`config.mk`:
```
export PLATFORM = sky130hd
export DESIGN_NAME = hrsl_ctrl
export DESIGN_NICKNAME = d
export VERILOG_FILES = /design/src/rtl/core/hsdir_ring_successor_lookup_defines.svh /design/src/rtl/core/hrsl_pkg.sv /design/src/rtl/core/hrsl_ctrl.sv
export SDC_FILE = /design/constraint.sdc
export NUM_CORES = 1
export LEC_CHECK = 0
export BUFFER_PORTS_ARGS = -buffer_cell sky130_fd_sc_hd__buf_2
export CAP_MARGIN = 20
export CELL_PAD_IN_SITES_DETAIL_PLACEMENT = 0
export CELL_PAD_IN_SITES_GLOBAL_PLACEMENT = 2
export CORE_AREA = 2 2 39 41
export DETAILED_ROUTE_END_ITERATION = 7
export DIE_AREA = 0 0 41 43
export PLACE_DENSITY_LB_ADDON = 0.15
export SLEW_MARGIN = 20
export SYNTH_ARGS = -nofsm -noshare
export SYNTH_HDL_FRONTEND = slang
export SYNTH_SLANG_ARGS = --single-unit
```
`constraint.sdc`:
```
create_clock -name clk -period 1.41 [get_ports clk]
set_clock_uncertainty 0.05 [all_clocks]
set_input_delay 0.141 -clock clk [delete_from_list [all_inputs] [get_ports clk]]
set_output_delay 0.141 -clock clk [all_outputs]
set_load 0.02 [all_outputs]
```
`src/rtl/core/hsdir_ring_successor_lookup_defines.svh`:
```
// ----------------------------------------------------------------------------
// hsdir_ring_successor_lookup_defines.svh
// Assertion macros for the directory ring lookup block.
// ----------------------------------------------------------------------------
`ifndef HSDIR_RING_SUCCESSOR_LOOKUP_DEFINES_SVH
`define HSDIR_RING_SUCCESSOR_LOOKUP_DEFINES_SVH

`ifndef NO_ASSERTIONS

// Property checked on every clock edge outside reset.
`define HRSL_ASSERT(lbl, prop, msg) \
	lbl: assert property (@(posedge clk) disable iff (!arst_n) prop) else $error(msg);

// Condition that must never hold outside reset.
`define HRSL_ASSERT_NEVER(lbl, expr, msg) \
	lbl: assert property (@(posedge clk) disable iff (!arst_n) !(expr)) else $error(msg);

`else

`define HRSL_ASSERT(lbl, prop, msg)
`define HRSL_ASSERT_NEVER(lbl, expr, msg)

`endif

`endif

```
`src/rtl/core/hrsl_pkg.sv`:
```
// ----------------------------------------------------------------------------
// hrsl_pkg
// Shared codes and controller/datapath interface types of the ring lookup.
// ----------------------------------------------------------------------------
`default_nettype none

package hrsl_pkg;

	localparam int CMD_W     = 2;
	localparam int STATUS_W  = 2;
	localparam int PREFIX_W  = 32;
	localparam int IDX_OUT_W = 10;

	localparam logic [CMD_W-1:0] CMD_CLEAR  = 2'd0;
	localparam logic [CMD_W-1:0] CMD_APPEND = 2'd1;
	localparam logic [CMD_W-1:0] CMD_QUERY  = 2'd2;

	localparam logic [STATUS_W-1:0] STAT_OK   = 2'd0;
	localparam logic [STATUS_W-1:0] STAT_FULL = 2'd1;
	localparam logic [STATUS_W-1:0] STAT_FEW  = 2'd2;

	typedef enum logic [1:0] {
		S_IDLE,
		S_SCAN,
		S_DRAIN,
		S_FINISH
	} ctl_state_t;

	// accepted item, decoded at the top level
	typedef struct packed {
		logic accept;
		logic is_query;
	} req_t;

	// controller -> datapath
	typedef struct packed {
		logic accept;
		logic scan_issue;
		logic finish;
	} dp_cmd_t;

	// datapath -> controller
	typedef struct packed {
		logic count_zero;
		logic scan_last;
	} dp_stat_t;

endpackage

`default_nettype wire

```
`src/rtl/core/hrsl_ctrl.sv`:
```
// ----------------------------------------------------------------------------
// hrsl_ctrl
// Sequencer for the query scan: issue reads, drain, finish.
// ----------------------------------------------------------------------------
`default_nettype none

module hrsl_ctrl (
	input  wire logic               clk,
	input  wire logic               arst_n,
	input  wire hrsl_pkg::req_t     req,
	input  wire hrsl_pkg::dp_stat_t stat,
	output hrsl_pkg::dp_cmd_t       cmd,
	output logic                    busy
);
	import hrsl_pkg::*;

	ctl_state_t state_q;
	ctl_state_t state_d;

	always_ff @(posedge clk or negedge arst_n) begin
		if (!arst_n) begin
			state_q <= S_IDLE;
		end else begin
			state_q <= state_d;
		end
	end

	always_comb begin
		state_d = state_q;
		unique case (state_q)
			S_IDLE: begin
				if (req.accept && req.is_query && !stat.count_zero) begin
					state_d = S_SCAN;
				end
			end
			S_SCAN: begin
				if (stat.scan_last) begin
					state_d = S_DRAIN;
				end
			end
			S_DRAIN: begin
				state_d = S_FINISH;
			end
			S_FINISH: begin
				state_d = S_IDLE;
			end
			default: begin
				state_d = S_IDLE;
			end
		endcase
	end

	always_comb begin
		busy           = 1'b1;
		cmd.accept     = 1'b0;
		cmd.scan_issue = 1'b0;
		cmd.finish     = 1'b0;
		unique case (state_q)
			S_IDLE: begin
				busy       = 1'b0;
				cmd.accept = req.accept;
			end
			S_SCAN: begin
				cmd.scan_issue = 1'b1;
			end
			S_DRAIN: begin
				busy = 1'b1;
			end
			S_FINISH: begin
				cmd.finish = 1'b1;
			end
			default: begin
				busy = 1'b1;
			end
		endcase
	end

endmodule

`default_nettype wire

```
==> reports/results.ini, run 1 <==
[worst_setup_path]
worst_ep_required_time_ns=1.46
cp.arrival_ns=1.45
worstSetupPathType=register to register
worst_r2r_startpoint=state_q[0]
start_kind=register
reg2reg_slack_ns=0.01
ff2ff_path_depth=5
crit_end=state_q[1]
crit_start=state_q[0]
crit_fanout=2
r2r-end=state_q[1]
setup.worst_path.end_class=register

[layout]
stdcell_count=54
final_core_util=0.285
finalInstanceArea_um2=394
antenna_cells=0
regMostFlops=state_q
layout.nets=51
drive_above_1_share=0.737
areaGrowthSynthToFinish_pct=122
largest_reg_flops=2
top_regs=state_q: 2 flops

[global_route]
antenna_found_initial=0
grt_pass1_wl_um=745
grt_max_degree=4
grt.overflow.total=0
first_global_vias=195
grtUsageTotal=0.0673

[pwr]
power.density_nw_per_um2=2330
vdd_ir_drop_max_mv=0.801
p_leak_uw=0.000203

[sta]
hold_ws_ns=0.181
worst_slew_pin_slew_ns=0.136
setup_viol=0
maxSlewHeadroom=0.907
hold_viol_final=0
drv_slew=0
rsz0062_at_grt=yes
period_share=0.993
fin_crit_ns=1.40
clock.fmax_ghz=0.714
final.setup.tns_ns=0

[placed_design]
placed_area_um2=285
globalplace.congestion=0.662
dp.cells=46
port_buffers=9

[routing]
dr_total_vias=188
vias_per_cell=3.48
drtIter0Drc=0
dr.pass1.iters=1
antenna_left=0
wl_per_cell_um=7.72
drc=0
wl_um=417

[synth]
synth_warnings=0
yosysSeqAreaShare=0.282
syn_area_per_cell_um2=10.5
synthesis.nets=28
netlist_area_um2=178
syn-instance-count=17
synth-seq-cells=2
yosysUniqueCellTypes=10

[clocking]
path_clk_slew_ns=0.03
root_buffer=clkbuf_4
cts_buffers=3
h-tree-depth=1
clk_latency_ns=0.22
clk_path_buf_depth=2
cts_tree=built
cts_sinks=2

[floorplanning]
die_area_um2=1760
start_util=0.128
die_y_um=43
ioPinCount=10
row_count=14
die_w_um=41
core-area_um2=1380

[status]
outcome=finished, final reports clean

[job]
cap_violations=0

[min_path]
hp-class=primary input to asynchronous set/reset pin

[logic make-up after synthesis]
group	share of synthesized area
AOI/OAI and AO/OA	0.0493
adders and majority gates	0.352
buffers and inverters	0.0634
DFF	0.282
muxes	0.120
and+or+nand+nor	0.134
[synth_stat cells (all sizes together)]
master  count  area, µm²
mux2        1       11.3
ha          5       62.6
a21oi       1       8.76
and2        1       6.26
nand3b      1       7.51
inv         3       11.3
mux2i       1       10.0
nor2        1       3.75
dfrtp       2       50.1
nor2b       1       6.26
[worst max-delay path, stage by stage (launching register included)]
cell and delay [ns]:
dfrtp_1 0.38, buf_6 0.13, ha_4 0.14, nor2b_4 0.12, a21oi_2 0.15, mux2_4 0.31
[power breakdown]
group	internal [µW]	switching [µW]
clock	93.9	32.8
sequential	91.3	21.7
combinational	395	284
[cells in the final DEF, fill, tap and decap left out]
cell type | Yosys | routed
ha_4 | 0 | 2
inv_2 | 0 | 2
buf_2 | 0 | 7
nand3b_1 | 1 | 1
clkbuf_4 | 0 | 3
dfrtp_1 | 2 | 2
buf_4 | 0 | 6
mux2i_1 | 1 | 1
inv_1 | 3 | 1
a21oi_2 | 1 | 1
nor2_1 | 1 | 1
ha_1 | 5 | 3
nor2b_4 | 0 | 1
and2_4 | 0 | 1
mux2_4 | 0 | 1
dlygate4sd3_1 | 0 | 1
buf_6 | 0 | 4
[stage by stage]
stage	total power, µW	worst slack [ns]
finish	919	0.00995
global route	1030	-0.0384
CTS	910	-0.00164
detailed placement	573	0.0167
global placement	563	0.0341
floorplan	403	0.0132
[how the worst min path moves through the flow]
stage | startpoint | to | slack [ns] | cells past startpoint
global route | arst_n | state_q[1] | 0.19 | 2
finish | arst_n | state_q[1] | 0.18 | 2
global placement | arst_n | state_q[1] | -0.12 | 1
floorplan | arst_n | state_q[0] | -0.20 | 0
CTS | arst_n | state_q[1] | 0.17 | 2
detailed placement | arst_n | state_q[1] | -0.12 | 1
[layer usage]
layer | global-route usage | routed length, µm
met1 | 0.0710 | 143
met2 | 0.103 | 246
met3 | 0 | 27
met4 | 0.0800 | 0
met5 | 0 | 0
[timing repair]
item | CTS | global route
hold endpoints to repair | 2 | 0
pin swaps | 2 | 2
setup buffers | 4 | 0
hold buffers | 1 | 0
resized for setup | 11 | 3
setup endpoints to repair | 2 | 4
[cell type report]
cell class / count / area [µm²]
clock buffer: 3 / 22.5
tap: 16 / 20.0
sequential: 2 / 50.0
fill: 154 / 990
multi-input combinational: 12 / 155
timing repair buffer: 18 / 135
inverter: 3 / 11.3
No activity file was read; power rests on OpenSTA's default activity.
==> run 2: changes to the inputs <==
--- a/config.mk
+++ b/config.mk
@@ -13,6 +13,7 @@
 export DETAILED_ROUTE_END_ITERATION = 7
 export DIE_AREA = 0 0 41 43
 export PLACE_DENSITY_LB_ADDON = 0.15
+export REMOVE_ABC_BUFFERS = 1
 export SLEW_MARGIN = 20
 export SYNTH_ARGS = -nofsm -noshare
 export SYNTH_HDL_FRONTEND = slang
==> reports/results.ini, run 2 (synthesis results as in run 1) <==
[clocking]
path_clk_slew_ns=0.03
cts_sinks=2
root_buffer=clkbuf_4
clk_path_buf_depth=2
cts_tree=built
cts_buffers=3
h-tree-depth=1
clk_latency_ns=0.22

[floorplanning]
row_count=14
die_w_um=41
core-area_um2=1380
die_area_um2=1760
start_util=0.128
ioPinCount=10
die_y_um=43

[pwr]
power_uw=835
p_leak_uw=0.000187
vdd_ir_drop_max_mv=0.851
power.density_nw_per_um2=2320

[layout]
antenna_cells=0
top_regs=state_q: 2 flops
layout_commonest_cell=buf_2
regMostFlops=state_q
layout.nets=49
largest_reg_flops=2
areaGrowthSynthToFinish_pct=102
final_cell_mix=8 x buf_2, 7 x buf_4, 3 x ha_1, 3 x clkbuf_4
finalInstanceArea_um2=359
drive_above_1_share=0.694

[worst_setup_path]
worstSetupPathType=register to output port
slowest_delay_ns=0.42
reg2reg_slack_ns=0.05
slowest_stage=dfrtp_1
setup.worst_path.end_class=output port
worst_ep_required_time_ns=1.22
cp.arrival_ns=1.17
crit_fanout=3
critical-path-top-delay-family=flip-flops
start_kind=register
path_buf_inv=2
crit_path_cell_trace=inv_2 > ha_4 > and2_1 > buf_4

[sta]
setup_viol=0
drv_slew=0
fin_crit_ns=1.36
final.setup.tns_ns=0
maxSlewHeadroom=0.880
hold_viol_final=0
clock.fmax_ghz=0.734
worst_slew_pin_slew_ns=0.180
period_share=0.967

[status]
outcome=finished, final reports clean

[routing]
dr_total_vias=174
antenna_left=0
drc=0
vias_per_cell=3.35
wl_per_cell_um=9.12
drtIter0Drc=0
wl_um=474
dr.pass1.iters=1

[placed_design]
port_buffers=9
globalplace.congestion=0.589
placed_area_um2=265

[job]
cap_violations=0

[global_route]
grt.overflow.total=0
first_global_vias=197
grtUsageTotal=0.0731
grt_max_degree=4
antenna_found_initial=0
grt_pass1_wl_um=759

[min_path]
hp-class=primary input to asynchronous set/reset pin

-- run 2: cell types whose count changed in the layout (fill, tap and decap cells not counted) --
cell,change
buf_2,+1
and2_4,-1
buf_4,+1
and2_1,+1
buf_6,-4
-- run 2: area by class of cell --
type,instances,area [µm²]
clock buffer,3,22.5
fill,141,1020
inverter,3,11.3
multi-input combinational,12,153
sequential,2,50.0
tap,16,20.0
timing repair buffer,16,103
-- run 2: worst paths after layout --
check / from / to / cells after the start
max: state_q[0] / cmd[2] / 4
min: arst_n / state_q[0] / 2
max reg2reg: state_q[0] / state_q[1] / 4
min reg2reg: state_q[1] / state_q[1] / 2
max in group asynchronous: arst_n / state_q[1] / 2
min in group clk: stat[1] / state_q[1] / 4
-- run 2: layer usage --
layer / global-route usage / vias to the layer above / wire length [µm]
met3: 0.0314 / 0 / 16
li1: - / 92 / -
met1: 0.0703 / 77 / 160
met4: 0.100 / 0 / 0
met5: 0 / - / 0
met2: 0.0938 / 5 / 297
-- run 2: what timing repair did --
action / in CTS / in global routing
setup buffers: 0 / 3
hold buffers: 1 / 0
resized for setup: 0 / 10
setup endpoints to repair: 0 / 3
hold endpoints to repair: 2 / 0
-- run 2: per-stage QoR --
step,hold slack [ns],setup slack [ns],util,instances
3_3_place_gp,-0.124,0.00958,0.192,45
2_1_floorplan,-0.205,-0.0741,-,17
6_report,0.183,0.0470,0.259,52
5_1_grt,0.169,-0.0195,0.259,52
3_5_place_dp,-0.121,0.0162,0.192,45
4_1_cts,0.170,0.00178,0.215,49
-- run 2: power by group --
| part | internal (µW) | switching [µW] |
|---|---|---|
| combinational | 318 | 268 |
| sequential | 91.2 | 31.8 |
| clock | 93.9 | 32.0 |
| total | 503 | 332 |
